$ cat src/rtl/credible_level_finder_core_defines.svh
// Assertion macros for the credible level finder core.
`ifndef CREDIBLE_LEVEL_FINDER_CORE_DEFINES_SVH
`define CREDIBLE_LEVEL_FINDER_CORE_DEFINES_SVH

// Implication checked every clock, quiet during reset.
`define CLF_ASSERT(lbl, prop, msg) \
   lbl: assert property (@(posedge clock) disable iff (reset) prop) else $error(msg);

// Same check, but also active while reset is high.
`define CLF_ASSERT_ALWAYS(lbl, prop, msg) \
   lbl: assert property (@(posedge clock) prop) else $error(msg);

`endif

$ cat src/rtl/clf_pkg.sv
// Shared types and constants for the credible level finder.
`timescale 1ns / 1ps
package clf_pkg;

   localparam int NUM_LEVELS = 5;
   localparam int FRAC_BITS  = 16;
   localparam int LEVEL_BITS = 3;

   typedef logic [FRAC_BITS-1:0]  frac_type;
   typedef logic [LEVEL_BITS-1:0] level_type;

   localparam level_type LAST_LEVEL  = 3'd4;
   localparam level_type FIRST_LEVEL = 3'd0;

   localparam frac_type FRAC_RESET [NUM_LEVELS] =
      '{16'd44564, 16'd58982, 16'd62259, 16'd64880, 16'd65359};

   typedef enum logic [2:0] {
      ST_LOAD,
      ST_PREP,
      ST_CHECK,
      ST_SCAN,
      ST_ACC,
      ST_CMP,
      ST_EMIT
   } state_type;

   typedef struct packed {
      logic      load;       // store and sum one input word
      logic      run_clear;  // end of run
      logic      prod;       // product of fraction sel and total
      logic      sel_init;   // start of selection
      logic      scan_init;
      logic      scan_step;
      logic      acc;        // add chosen bin to running sum
      logic      cmp;        // compare running sum against product sel
      level_type sel;
   } cmd_type;

   typedef struct packed {
      logic stop;
      logic scan_end;
   } status_type;

endpackage

$ cat src/rtl/clf_ctrl.sv
// Controller state machine: load, selection loop and level output.
`timescale 1ns / 1ps
module clf_ctrl (
   input  logic                clock,
   input  logic                reset,
   input  logic                req_valid,
   output logic                req_stall,
   input  logic                req_bin_last,
   output logic                rsp_valid,
   input  logic                rsp_stall,
   output logic                rsp_level_last,
   output clf_pkg::cmd_type    cmd,
   input  clf_pkg::status_type status
);
   import clf_pkg::*;

   state_type state_ff, state_in;
   level_type sel_ff, sel_in;

   always_ff @(posedge clock) begin
      if (reset) begin
         state_ff <= ST_LOAD;
         sel_ff   <= FIRST_LEVEL;
      end else begin
         state_ff <= state_in;
         sel_ff   <= sel_in;
      end
   end

   always_comb begin
      state_in  = state_ff;
      sel_in    = sel_ff;
      cmd       = '0;
      cmd.sel   = sel_ff;
      req_stall = 1'b1;
      rsp_valid = 1'b0;
      unique case (state_ff)
         ST_LOAD: begin
            req_stall = 1'b0;
            if (req_valid) begin
               cmd.load = 1'b1;
               if (req_bin_last) begin
                  state_in = ST_PREP;
                  sel_in   = FIRST_LEVEL;
               end
            end
         end
         ST_PREP: begin
            cmd.prod = 1'b1;
            if (sel_ff == LAST_LEVEL) begin
               cmd.sel_init = 1'b1;
               sel_in       = FIRST_LEVEL;
               state_in     = ST_CHECK;
            end else begin
               sel_in = sel_ff + 3'd1;
            end
         end
         ST_CHECK: begin
            sel_in = FIRST_LEVEL;
            if (status.stop) begin
               state_in = ST_EMIT;
            end else begin
               cmd.scan_init = 1'b1;
               state_in      = ST_SCAN;
            end
         end
         ST_SCAN: begin
            cmd.scan_step = 1'b1;
            if (status.scan_end) begin
               state_in = ST_ACC;
            end
         end
         ST_ACC: begin
            cmd.acc  = 1'b1;
            sel_in   = FIRST_LEVEL;
            state_in = ST_CMP;
         end
         ST_CMP: begin
            cmd.cmp = 1'b1;
            if (sel_ff == LAST_LEVEL) begin
               sel_in   = FIRST_LEVEL;
               state_in = ST_CHECK;
            end else begin
               sel_in = sel_ff + 3'd1;
            end
         end
         ST_EMIT: begin
            rsp_valid = 1'b1;
            if (!rsp_stall) begin
               if (sel_ff == LAST_LEVEL) begin
                  cmd.run_clear = 1'b1;
                  sel_in        = FIRST_LEVEL;
                  state_in      = ST_LOAD;
               end else begin
                  sel_in = sel_ff + 3'd1;
               end
            end
         end
         default: begin
            state_in = ST_LOAD;
         end
      endcase
   end

   assign rsp_level_last = (sel_ff == LAST_LEVEL);
endmodule

$ cat config.mk
export PLATFORM = sky130hd
export DESIGN_NAME = clf_ctrl
export DESIGN_NICKNAME = d
export VERILOG_FILES = /design/src/rtl/credible_level_finder_core_defines.svh /design/src/rtl/clf_pkg.sv /design/src/rtl/clf_ctrl.sv
export SDC_FILE = /design/constraint.sdc
export NUM_CORES = 1
export LEC_CHECK = 0
export BUFFER_PORTS_ARGS = -buffer_cell sky130_fd_sc_hd__buf_2
export CORE_AREA = 3 3 40 42
export CTS_CLUSTER_DIAMETER = 30
export DETAILED_ROUTE_END_ITERATION = 6
export DIE_AREA = 0 0 43 45
export HOLD_SLACK_MARGIN = 0.06
export PLACE_DENSITY = 0.7
export RECOVER_POWER = 100
export SLEW_MARGIN = 20
export SYNTH_ARGS = -nofsm -noshare
export SYNTH_HDL_FRONTEND = slang
export SYNTH_SLANG_ARGS = --single-unit
$ cat constraint.sdc
create_clock -name clock -period 3.49 [get_ports clock]
set_input_delay 0.1745 -clock clock [delete_from_list [all_inputs] [get_ports clock]]
set_output_delay 0.1745 -clock clock [all_outputs]
set_load 0.05 [all_outputs]
After elaboration in Yosys (flattened, before gate mapping)
Index checks and enable logic that the tools add are counted.

operators by class
  $add $sub $neg = 1
  equality and inequality tests = 13
  muxes and demuxes = 26
  reduce and logical (&&, ||, !) cells = 6

operators with widths
  cell                 number
  $mux 3               11
  $pmux 3 s6           1
  $eq 3x3->1 const B   4
  $mux 1               12
  $pmux 3 s4           1
  $ne 2x2->1 const B   5
  $eq 3x2->1 const B   2
  $reduce_and 6->1     1
  $reduce_and 4->1     1
  $reduce_bool 4->1    1
  $reduce_or 2->1      2
  $add 3x1->3 const B  1
  $eq 3x1->1 const B   1
  $logic_not 3->1      1
  $mux 2               1
  $ne 2x1->1 const B   1

word-level totals
  register bits after elaboration = 6
  input port bits = 7
  output and inout bits = 14

Longest topological paths before layout
Gate-level depths: netlist (run 1).

  word-level depth = 4
  gate-level depth with buffers = 6
  depth with buffers taken out = 6

Worst setup path after synthesis (run 1)
OpenSTA, ideal clock, no wires.

  kind = register to output
  from = register state_ff[1]
  to = output port cmd[6] (netlist bit)
  arrival time = 2.185 ns
  required time = 3.316 ns
  slack = 1.131 ns
  stages on the path, launching flop included = 3
  cell sequence = dfxtp_1 buf_6 nor4b_1

RTL lines
  element                 RTL line        RTL
  start, declared         clf_ctrl.sv:17  state_type state_ff, state_in;
  start signal, assigned  clf_ctrl.sv:25  state_ff <= state_in;
  end, declared           clf_ctrl.sv:12  output clf_pkg::cmd_type cmd,

Worst setup path in the final report (run 1)
  from = register state_ff[2]
  to = register sel_ff[0]

between the ends
  cells in the longest elaborated chain, start to end = 4

ends and longest elaborated chain
  element                             RTL line        RTL
  $eq 3x3->1 (tied with other cells)  clf_ctrl.sv:37  unique case (state_ff)
  $reduce_or 2->1 (no line)           --
  $reduce_bool 4->1 (no line)         --
  $reduce_and 4->1 (no line)          --
  end signal, assigned                clf_ctrl.sv:26  sel_ff <= sel_in;
  end, declared                       clf_ctrl.sv:18  level_type sel_ff, sel_in;

Parallel ways exist; a longest one is shown, timed or not.
A chain may end at the register's enable or synchronous reset.

==> impl_metrics.toml, run 1 <==
[critical_path]
worstSetupEndpointType = "flop"
worst_setup_path_startpoint = "state_ff[2]"
worstPathArrival_ps = 2150
cp_num_buf_inv = 0
crit-reg2reg-launch = "state_ff[2]"
critical-path-top-delay-family = "compound AO/OA/AOI/OAI gates"
timing.critical_path.fanout_max = 12
crit_type = "flop to flop"
max_stage_delay_ps = 980
required_ps = 3670
worst_path_cell_chain = "a2111oi_0 > a21oi_2 > nand2b_1 > a21oi_1"
cpMaxStageDelayCell = "a2111oi_0"
worst_setup_path_start_kind = "flop"

[grt]
grt_max_degree = 14
grt_first_pass_wirelength_um = 1745
track_usage_pct = 11.91
routing_usage_on_met2_pct = 17.96
grt_pass1_vias = 418
grt_antenna_before_repair = 0
grt.overflow.total = 0
grt_use_met1_pct = 15.42
global_route.usage.met3_pct = 2.789
top_usage_layer = "met2"

[die]
core-area_mm2 = 0.001285
die_w_um = 43
fp-row-count = 13
io_pins = 21
full_die_area_mm2 = 0.001935
initial_core_util_pct = 41.29
chip_height_um = 45

[clocking]
post_cts.repair.setup_buffers = 0
clkLatencyLatePin_ps = 250
numCtsBuffers = 3
cts.sink_count = 6
root_buffer = "clkbuf_4"
cts_tree = "done"
ctsHoldBuffers = 0
cts.clk_slew.worst_paths_ps = 50
cts-resized-gates = 0
cts_max_path_buffers = 2
h_tree_lvls = 1

[placed_design]
placement.io_buffers = 20
gpl.final_weighted_congestion = 0.7905
dp.final_hpwl_um = 839.1

[drt]
dr_total_vias = 502
antenna_left = 0
post_drt_wl_per_cell_um = 11.73
routed_wirelength_um = 1138
drtIter0Drc = 5
drc = 0
drt_first_pass_iters = 4
vias_per_cell = 5.175

[job]
max_cap_violations = 0

[power_and_ir_drop]
clock_power_share_pct = 21.6
vdd_ir_drop_max_v = 0.0001857
total_switching_power_w = 0.0001469
cellInternalPower_w = 0.0001580
total_leakage_power_nw = 0.2508
p_per_area_mw_per_mm2 = 503.6
power.sequential.fraction_pct = 31.9
switching_share_pct = 48.18
power.share.combinational_pct = 46.5

[logic_synthesis]
yosys_warnings = 0
syn-instance-count = 62
synth.ff_latch_count = 6
synth_cell_types = 32
mappedNetlistArea_um2 = 530.5
synthesis.nets = 71
synth_seq_area_share_pct = 22.64
synth.avg_cell_area_um2 = 8.557

[sta]
grt_setup_unrepaired = "false"
fin_worst_hold_slack_ps = 179.5
tightest_slew_ps = 1094
finalSetupTns_ps = 0
slew_viol_final = 0
setup_violations = 0
max_freq_mhz = 507.6
post-route-min-period_ps = 1970
finalCritPeriodShare_pct = 56.44
skew_final_ps = 0.1239
timing.final.hold_violations = 0
slew-limit-headroom_pct = 25.15

[run_status]
run_status = "completed"

[final_layout]
area.growth.synth_to_final_pct = 14.15
fillerInstances = 138
diodes = 0
layout-drive-gt1-share_pct = 23.17
finalNetCount = 93

[min_path]
min_from = "reset"
type_of_the_worst_min_delay_path = "input pin to flop"
-- final timing paths --
check / cells after the start / to / slack (ps)
setup / recovery: 4 / sel_ff[0] / 1520
setup reg to reg: 4 / sel_ff[0] / 1520
hold / removal: 2 / sel_ff[1] / 180
hold reg to reg: 2 / sel_ff[1] / 500
-- placed cells by master (no fill, tap or decap), drive strengths merged, types with 3 or more instances in the layout --
cell type  synthesis  final
nand3b             3      3
dfxtp              6      6
a21oi              7      7
nor2               8      8
nand2b             5      5
o21ai              3      3
clkbuf             0     17
buf                3      6
inv                6      6
-- cell families (layout without fill, tap and decap cells) --
family,Yosys count,after routing,share of synthesized area [%]
buffers and inverters,9,29,9.906
adder cells (fa/ha/maj),2,2,4.716
AO/OA/AOI/OAI,17,17,29.95
flip-flops,6,6,22.64
AND/OR/NAND/NOR,28,28,32.79
-- flip-flops by register name, summed over array words and instances, names as in the netlist --
register,flops
sel_ff,3
state_ff,3
-- cells in the mapped netlist (all sizes together) --
library cell,count,share of area [%]
buf,3,5.7
a2111oi,1,5.2
a311oi,1,1.7
nor3,2,4.0
or3,1,1.2
o21ai,3,5.0
nand3,2,1.9
o22ai,1,1.2
a21boi,2,2.8
nor2,8,5.7
a21o,1,1.4
nand2b,5,5.9
nor3b,2,3.8
inv,6,4.2
and3,1,1.2
nand4,1,1.2
o21ba,1,1.9
dfxtp,6,23
nand2,2,1.4
nand3b,3,5.0
a21oi,7,11
ha,2,4.7
nor4b,1,1.7
-- through the flow --
stage | utilization [%] | area [µm²] | setup WS [ps] | cells | total power [W]
floorplan | - | 530.5 | 1131 | 62 | 0.0002317
global placement | 48.20 | 619.3 | 1973 | 94 | 0.0002525
detailed placement | 48.20 | 619.3 | 1975 | 94 | 0.0002544
CTS | 49.95 | 641.9 | 1700 | 97 | 0.0003216
global route | 47.13 | 605.6 | 1353 | 97 | 0.0003230
finish | 47.13 | 605.6 | 1520 | 97 | 0.0003050
-- layer usage --
metal	vias up	share of wire, %
li1	259	-
met1	221	46
met2	19	45
met3	3	7.4
met4	0	1.8
met5	-	0
-- layout make-up --
class | count | area (µm²) | share of cell area [%]
timing repair buffer | 20 | 82.58 | 13.64
tap | 15 | 18.77 | 3.099
clock buffer | 3 | 22.52 | 3.719
sequential | 6 | 120.1 | 19.83
inverter | 6 | 22.52 | 3.719
multi-input combinational | 47 | 339.1 | 55.99
-- power by group through the flow --
stage | Clock (W) | Sequential [W] | Combinational [W]
after floorplan | 0 | 0.0000923 | 0.000139
after global placement | 0 | 0.000101 | 0.000152
after detailed placement | 0 | 0.000102 | 0.000153
after CTS | 0.0000680 | 0.000100 | 0.000153
after global routing | 0.0000703 | 0.0000997 | 0.000153
final | 0.0000657 | 0.0000973 | 0.000142
Note: power is estimated with default switching activity, not from simulation.
==> run 2, diff against run 1 <==
--- a/config.mk
+++ b/config.mk
@@ -5,13 +5,14 @@
 export SDC_FILE = /design/constraint.sdc
 export NUM_CORES = 1
 export LEC_CHECK = 0
+export ABC_AREA = 1
 export BUFFER_PORTS_ARGS = -buffer_cell sky130_fd_sc_hd__buf_2
 export CORE_AREA = 3 3 40 42
 export CTS_CLUSTER_DIAMETER = 30
 export DETAILED_ROUTE_END_ITERATION = 6
 export DIE_AREA = 0 0 43 45
 export HOLD_SLACK_MARGIN = 0.06
-export PLACE_DENSITY = 0.7
+export PLACE_DENSITY = 0.69
 export RECOVER_POWER = 100
 export SLEW_MARGIN = 20
 export SYNTH_ARGS = -nofsm -noshare
==> constraint.sdc (replaced) <==
create_clock -name clock -period 1.9 [get_ports clock]
set_input_delay 0.095 -clock clock [delete_from_list [all_inputs] [get_ports clock]]
set_output_delay 0.095 -clock clock [all_outputs]
set_load 0.05 [all_outputs]
==> run 2 against run 1 <==
Global-route usage is 0.67 points higher. First-iteration DRC count is 20% higher. Routed wire length is 3.8% lower. Setup slack worse by 1300 ps. Clock skew is 2.0 ps higher. Highest routed layer is now met3. Critical path depth is 1 lower. Critical path type is now flop to primary output. Non-clock buffer count is 1 higher. Register-to-register slack worse by 1200 ps. Clock-buffer cell count stayed put.
==> impl_metrics.toml, run 2 <==
[logic_synthesis]
mappedNetlistArea_um2 = 518.0
number_of_enable_flip_flop_cells_after_synthesis = 0
synth_seq_area_share_pct = 23.19
synth.avg_cell_area_um2 = 6.317
simple_gate_share_of_the_synthesized_area_pct = 52.17
netlist.area_leader.share_pct = 23.19
yosys_warnings = 0
synth.mux.area_fraction_pct = 0
synthTopCellsByCount = "21 x nand2_1, 11 x inv_1, 10 x nor2_1"
synth_cell_types = 20
synth.area.top_cells = "dfxtp_1 23%, nand2_1 15%, inv_1 8.0%"
synth_xor_area_share_pct = 1.691
post_synthesis_compound_gate_area_fraction_pct = 5.072
post_synthesis_adder_cell_area_fraction_pct = 4.831
async_reset_ff_share_pct = 0
dominantRegCellSynth = "dfxtp_1"
synth.ff_latch_count = 6
synth_most_common_cell = "nand2_1"
syn-instance-count = 82
yosysTopAreaCell = "dfxtp_1"
combinational_family_with_the_most_area_after_synthesis = "simple AND/OR/NAND/NOR gates"
synthesis.nets = 91

[clocking]
cts_max_path_buffers = 2
numCtsBuffers = 3
h_tree_lvls = 1
cts.clk_slew.worst_paths_ps = 40
clkLatencyLatePin_ps = 230
cts_tree = "done"
root_buffer = "clkbuf_4"
cts.sink_count = 6

[drt]
post_drt_wl_per_cell_um = 9.125
drc = 0
dr_total_vias = 530
routed_wirelength_um = 1095
vias_per_cell = 4.417
drtIter0Drc = 6
antenna_left = 0
drt_first_pass_iters = 4

[final_layout]
layout-drive-gt1-share_pct = 27.62
finalNetCount = 116
diodes = 0
layout_top_registers = "sel_ff (3), state_ff (3)"
stdcell_area_um2 = 645.6
layoutNonFillerInstCount = 120
final_cell_mix = "23 x nand2_1, 11 x inv_1, 11 x nor2_1, 9 x clkbuf_1"
most_common_library_cell_in_the_layout_ignoring_fill_and_taps = "nand2_1"
area.growth.synth_to_final_pct = 24.64

[min_path]
min_from = "status[1]"
type_of_the_worst_min_delay_path = "input pin to flop"
hold-path-endpoint = "state_ff[0]"
min_path_cells = 4

[critical_path]
worstSetupEndpointType = "primary output"
ff2ff_path_depth = 9
worstPathArrival_ps = 1550
worst_setup_path_start_kind = "flop"
crit-reg2reg-launch = "state_ff[1]"
worst_path_cell_chain = "nand3_1 > nor2_1 > clkbuf_1"
max_stage_delay_ps = 550
worstReg2RegEnd = "state_ff[1]"
cpMaxStageDelayCell = "dfxtp_1"
worst_setup_path_startpoint = "state_ff[1]"
crit_type = "flop to primary output"
required_ps = 1800
timing.critical_path.fanout_max = 10
minimum_setup_slack_among_reg_to_reg_paths_ps = 350

[grt]
grt_first_pass_wirelength_um = 1835
grt_pass1_vias = 460
grt.overflow.total = 0
grt_max_degree = 11
grt_antenna_before_repair = 0
track_usage_pct = 12.57

[sta]
slew_viol_final = 0
slew-limit-headroom_pct = 60.23
grt_setup_unrepaired = "false"
finalCritPeriodShare_pct = 86.78
skew_final_ps = 2.168
max_freq_mhz = 606.5
setup_violations = 0
fin_worst_hold_slack_ps = 245.4
post-route-min-period_ps = 1649
finalSetupTns_ps = 0
timing.final.hold_violations = 0
tightest_slew_ps = 599.2

[die]
chip_height_um = 45
full_die_area_mm2 = 0.001935
die_w_um = 43
core-area_mm2 = 0.001285
io_pins = 21
fp-row-count = 13
initial_core_util_pct = 40.31

[placed_design]
dp.final_hpwl_um = 927.9
gpl.final_weighted_congestion = 0.7588
place.detailed.instances = 116
placement.io_buffers = 20
placement.cell_area_um2 = 636.9

[power_and_ir_drop]
finalPower_w = 0.001195
vdd_ir_drop_max_v = 0.0008112
total_leakage_power_nw = 0.3406
p_per_area_mw_per_mm2 = 1852

[run_status]
run_status = "completed"

[job]
max_cap_violations = 0
-- run 2: what timing repair did --
action                                 in CTS  in global routing
resized for setup                           0                  0
endpoints found under the hold margin       1                  0
setup buffers                               0                  0
hold buffers                                1                  0
-- run 2: kinds of logic (layout without fill, tap and decap cells) --
group           after synthesis  after routing
buf+inv                      16             39
xor+xnor                      1              1
fa+ha+maj                     2              2
compound gates                5              5
simple gates                 52             52
flops                         6              6
-- run 2: per-stage QoR --
step	util, %	setup WS (ps)
after floorplan	-	-11.48
after global placement	49.56	534.7
after detailed placement	49.56	491.9
after CTS	52.09	316.1
after global routing	50.24	131.4
final	50.24	251.1
-- run 2: final cells by class --
cell class              count  area, µm²
flip-flops and latches      6      120.1
inverters                  15      56.30
clock buffers               3      22.52
multi-input cells          60      329.1
well taps                  15      18.77
repair buffers             21      98.84
fillers                   152      639.4
-- run 2: routing by layer --
metal | up-vias | GRT usage, % | wire [µm]
met5 | - | 0 | 0
met4 | 0 | 3.614 | 0
met3 | 0 | 5.179 | 61
met2 | 11 | 19.76 | 484
met1 | 220 | 15.90 | 549
li1 | 299 | - | -
-- run 2: worst max-delay path by stage --
stage	to	slack [ps]	cells after the start
after CTS	cmd[9]	320	3
final	cmd[6]	250	3
after floorplan	cmd[9]	-10	2
after global routing	cmd[6]	130	3
after global placement	state_ff[1]	530	10
after detailed placement	state_ff[1]	490	9
-- run 2: power by group --
group          switching, W  internal, W  total [W]
Clock             0.0000410    0.0000711   0.000112
Sequential        0.0000836     0.000166   0.000250
Combinational      0.000621     0.000213   0.000834
-- run 2: worst max-delay path, delay by kind of cell (launching register included) --
kind | cells | cell delay, ps
and+or+nand+nor | 2 | 300
buffers and inverters | 1 | 470
DFF | 1 | 550
==> run 3, diff against run 2 <==
--- a/config.mk
+++ b/config.mk
@@ -14,7 +14,6 @@
 export HOLD_SLACK_MARGIN = 0.06
 export PLACE_DENSITY = 0.69
 export RECOVER_POWER = 100
-export SLEW_MARGIN = 20
 export SYNTH_ARGS = -nofsm -noshare
 export SYNTH_HDL_FRONTEND = slang
 export SYNTH_SLANG_ARGS = --single-unit
==> constraint.sdc (replaced) <==
create_clock -name clock -period 2.1 [get_ports clock]
set_input_delay 0.105 -clock clock [delete_from_list [all_inputs] [get_ports clock]]
set_output_delay 0.105 -clock clock [all_outputs]
set_load 0.05 [all_outputs]
==> run 3 against run 2 <==
First-iteration DRC count rose by 33%. Largest cell class unchanged. Critical path type unchanged. Critical path depth did not move. Flip-flop and latch count did not move. Hold slack got worse by 180 ps.
==> impl_metrics.toml, run 3 (synthesis results as in run 2) <==
[run_status]
run_status = "completed"

[power_and_ir_drop]
vdd_ir_drop_max_v = 0.0009297
p_per_area_mw_per_mm2 = 1723
total_leakage_power_nw = 0.3193

[final_layout]
layout_top_registers = "sel_ff (3), state_ff (3)"
finalNetCount = 115
area.growth.synth_to_final_pct = 21.50
stdcell_area_um2 = 629.4
diodes = 0
layoutNonFillerInstCount = 119
layout-drive-gt1-share_pct = 23.08
final_cell_mix = "23 x nand2_1, 14 x clkbuf_1, 11 x inv_1, 11 x nor2_1"
fillerInstances = 153
most_common_library_cell_in_the_layout_ignoring_fill_and_taps = "nand2_1"

[clocking]
numCtsBuffers = 3
cts-resized-gates = 0
post_cts.repair.setup_buffers = 0
clkLatencyLatePin_ps = 240
root_buffer = "clkbuf_4"
cts.sink_count = 6
h_tree_lvls = 1
ctsHoldBuffers = 0
cts_max_path_buffers = 2
cts_tree = "done"
cts.clk_slew.worst_paths_ps = 50

[grt]
grt_first_pass_wirelength_um = 1904
track_usage_pct = 12.67
grt_max_degree = 11
grt_antenna_before_repair = 0
grt.overflow.total = 0
grt_pass1_vias = 484

[sta]
slew-limit-headroom_pct = 60.06
tightest_slew_ps = 601.6
final.setup.worst_slack_ps = 333.0
setup_violations = 0
finalCritPeriodShare_pct = 84.14
slew_viol_final = 0
post-route-min-period_ps = 1767
finalSetupTns_ps = 0
fin_worst_hold_slack_ps = 64.87
timing.final.hold_violations = 0
grt_setup_unrepaired = "false"
max_freq_mhz = 565.9
skew_final_ps = 4.755

[die]
core-area_mm2 = 0.001285
full_die_area_mm2 = 0.001935
die_w_um = 43
initial_core_util_pct = 40.31
fp-row-count = 13
io_pins = 21
chip_height_um = 45

[placed_design]
gpl.final_weighted_congestion = 0.7427
post-place-ws_ps = 669.6
place.detailed.instances = 116
placement.io_buffers = 20
dp.final_hpwl_um = 954.9
placement.cell_area_um2 = 636.9

[drt]
antenna_left = 0
drtIter0Drc = 8
post_drt_wl_per_cell_um = 9.504
vias_per_cell = 4.672
drc = 0
drt_first_pass_iters = 4
routed_wirelength_um = 1131
dr_total_vias = 556

[critical_path]
cpMaxStageDelayCell = "dfxtp_1"
worst_setup_path_start_kind = "flop"
max_stage_delay_ps = 550
worst_path_cell_chain = "nand2_1 > nor4_2 > clkbuf_1"
required_ps = 2000
timing.critical_path.fanout_max = 10
worstPathArrival_ps = 1660
worstSetupEndpointType = "primary output"
crit_type = "flop to primary output"
cp_num_buf_inv = 1
critical-path-top-delay-family = "flip-flops"
minimum_setup_slack_among_reg_to_reg_paths_ps = 520

[job]
max_cap_violations = 0

[min_path]
type_of_the_worst_min_delay_path = "input pin to flop"
-- run 3: area by class of cell --
cell class / instances / area, µm² / share of cell area (%)
sequential: 6 / 120.1 / 19.09
clock buffer: 3 / 22.52 / 3.579
inverter: 15 / 56.30 / 8.946
multi-input combinational: 60 / 329.1 / 52.29
timing repair buffer: 20 / 82.58 / 13.12
tap: 15 / 18.77 / 2.982
-- run 3: worst paths after layout --
kind | startpoint | endpoint | depth (start not counted)
worst min-delay path | reset | sel_ff[0] | 2
worst min register to register | sel_ff[0] | sel_ff[0] | 2
worst max register to register | state_ff[1] | state_ff[2] | 9
worst max-delay path | state_ff[1] | cmd[9] | 3
-- run 3: report_power, final --
| part | leakage [nW] | total (W) | internal, W | switching [W] |
|---|---|---|---|---|
| registers | 0.0491 | 0.000225 | 0.000150 | 0.0000747 |
| clock network | 0.0138 | 0.000105 | 0.0000645 | 0.0000402 |
| logic | 0.256 | 0.000754 | 0.000188 | 0.000567 |
| total | 0.319 | 0.00108 | 0.000403 | 0.000682 |
-- run 3: stage by stage --
| stage | utilization (%) | total power [W] |
|---|---|---|
| after detailed placement | 49.56 | 0.001034 |
| after global placement | 49.56 | 0.001029 |
| after global routing | 48.98 | 0.001185 |
| after CTS | 51.31 | 0.001145 |
| final | 48.98 | 0.001084 |
| after floorplan | - | 0.0009075 |
-- run 3: layer usage --
metal	vias up	track usage, %	part of all wire (%)
met2	11	21.26	47
met1	243	15.70	46
met4	0	5.422	1.1
li1	300	-	-
met5	-	0	0
met3	2	2.789	5.9
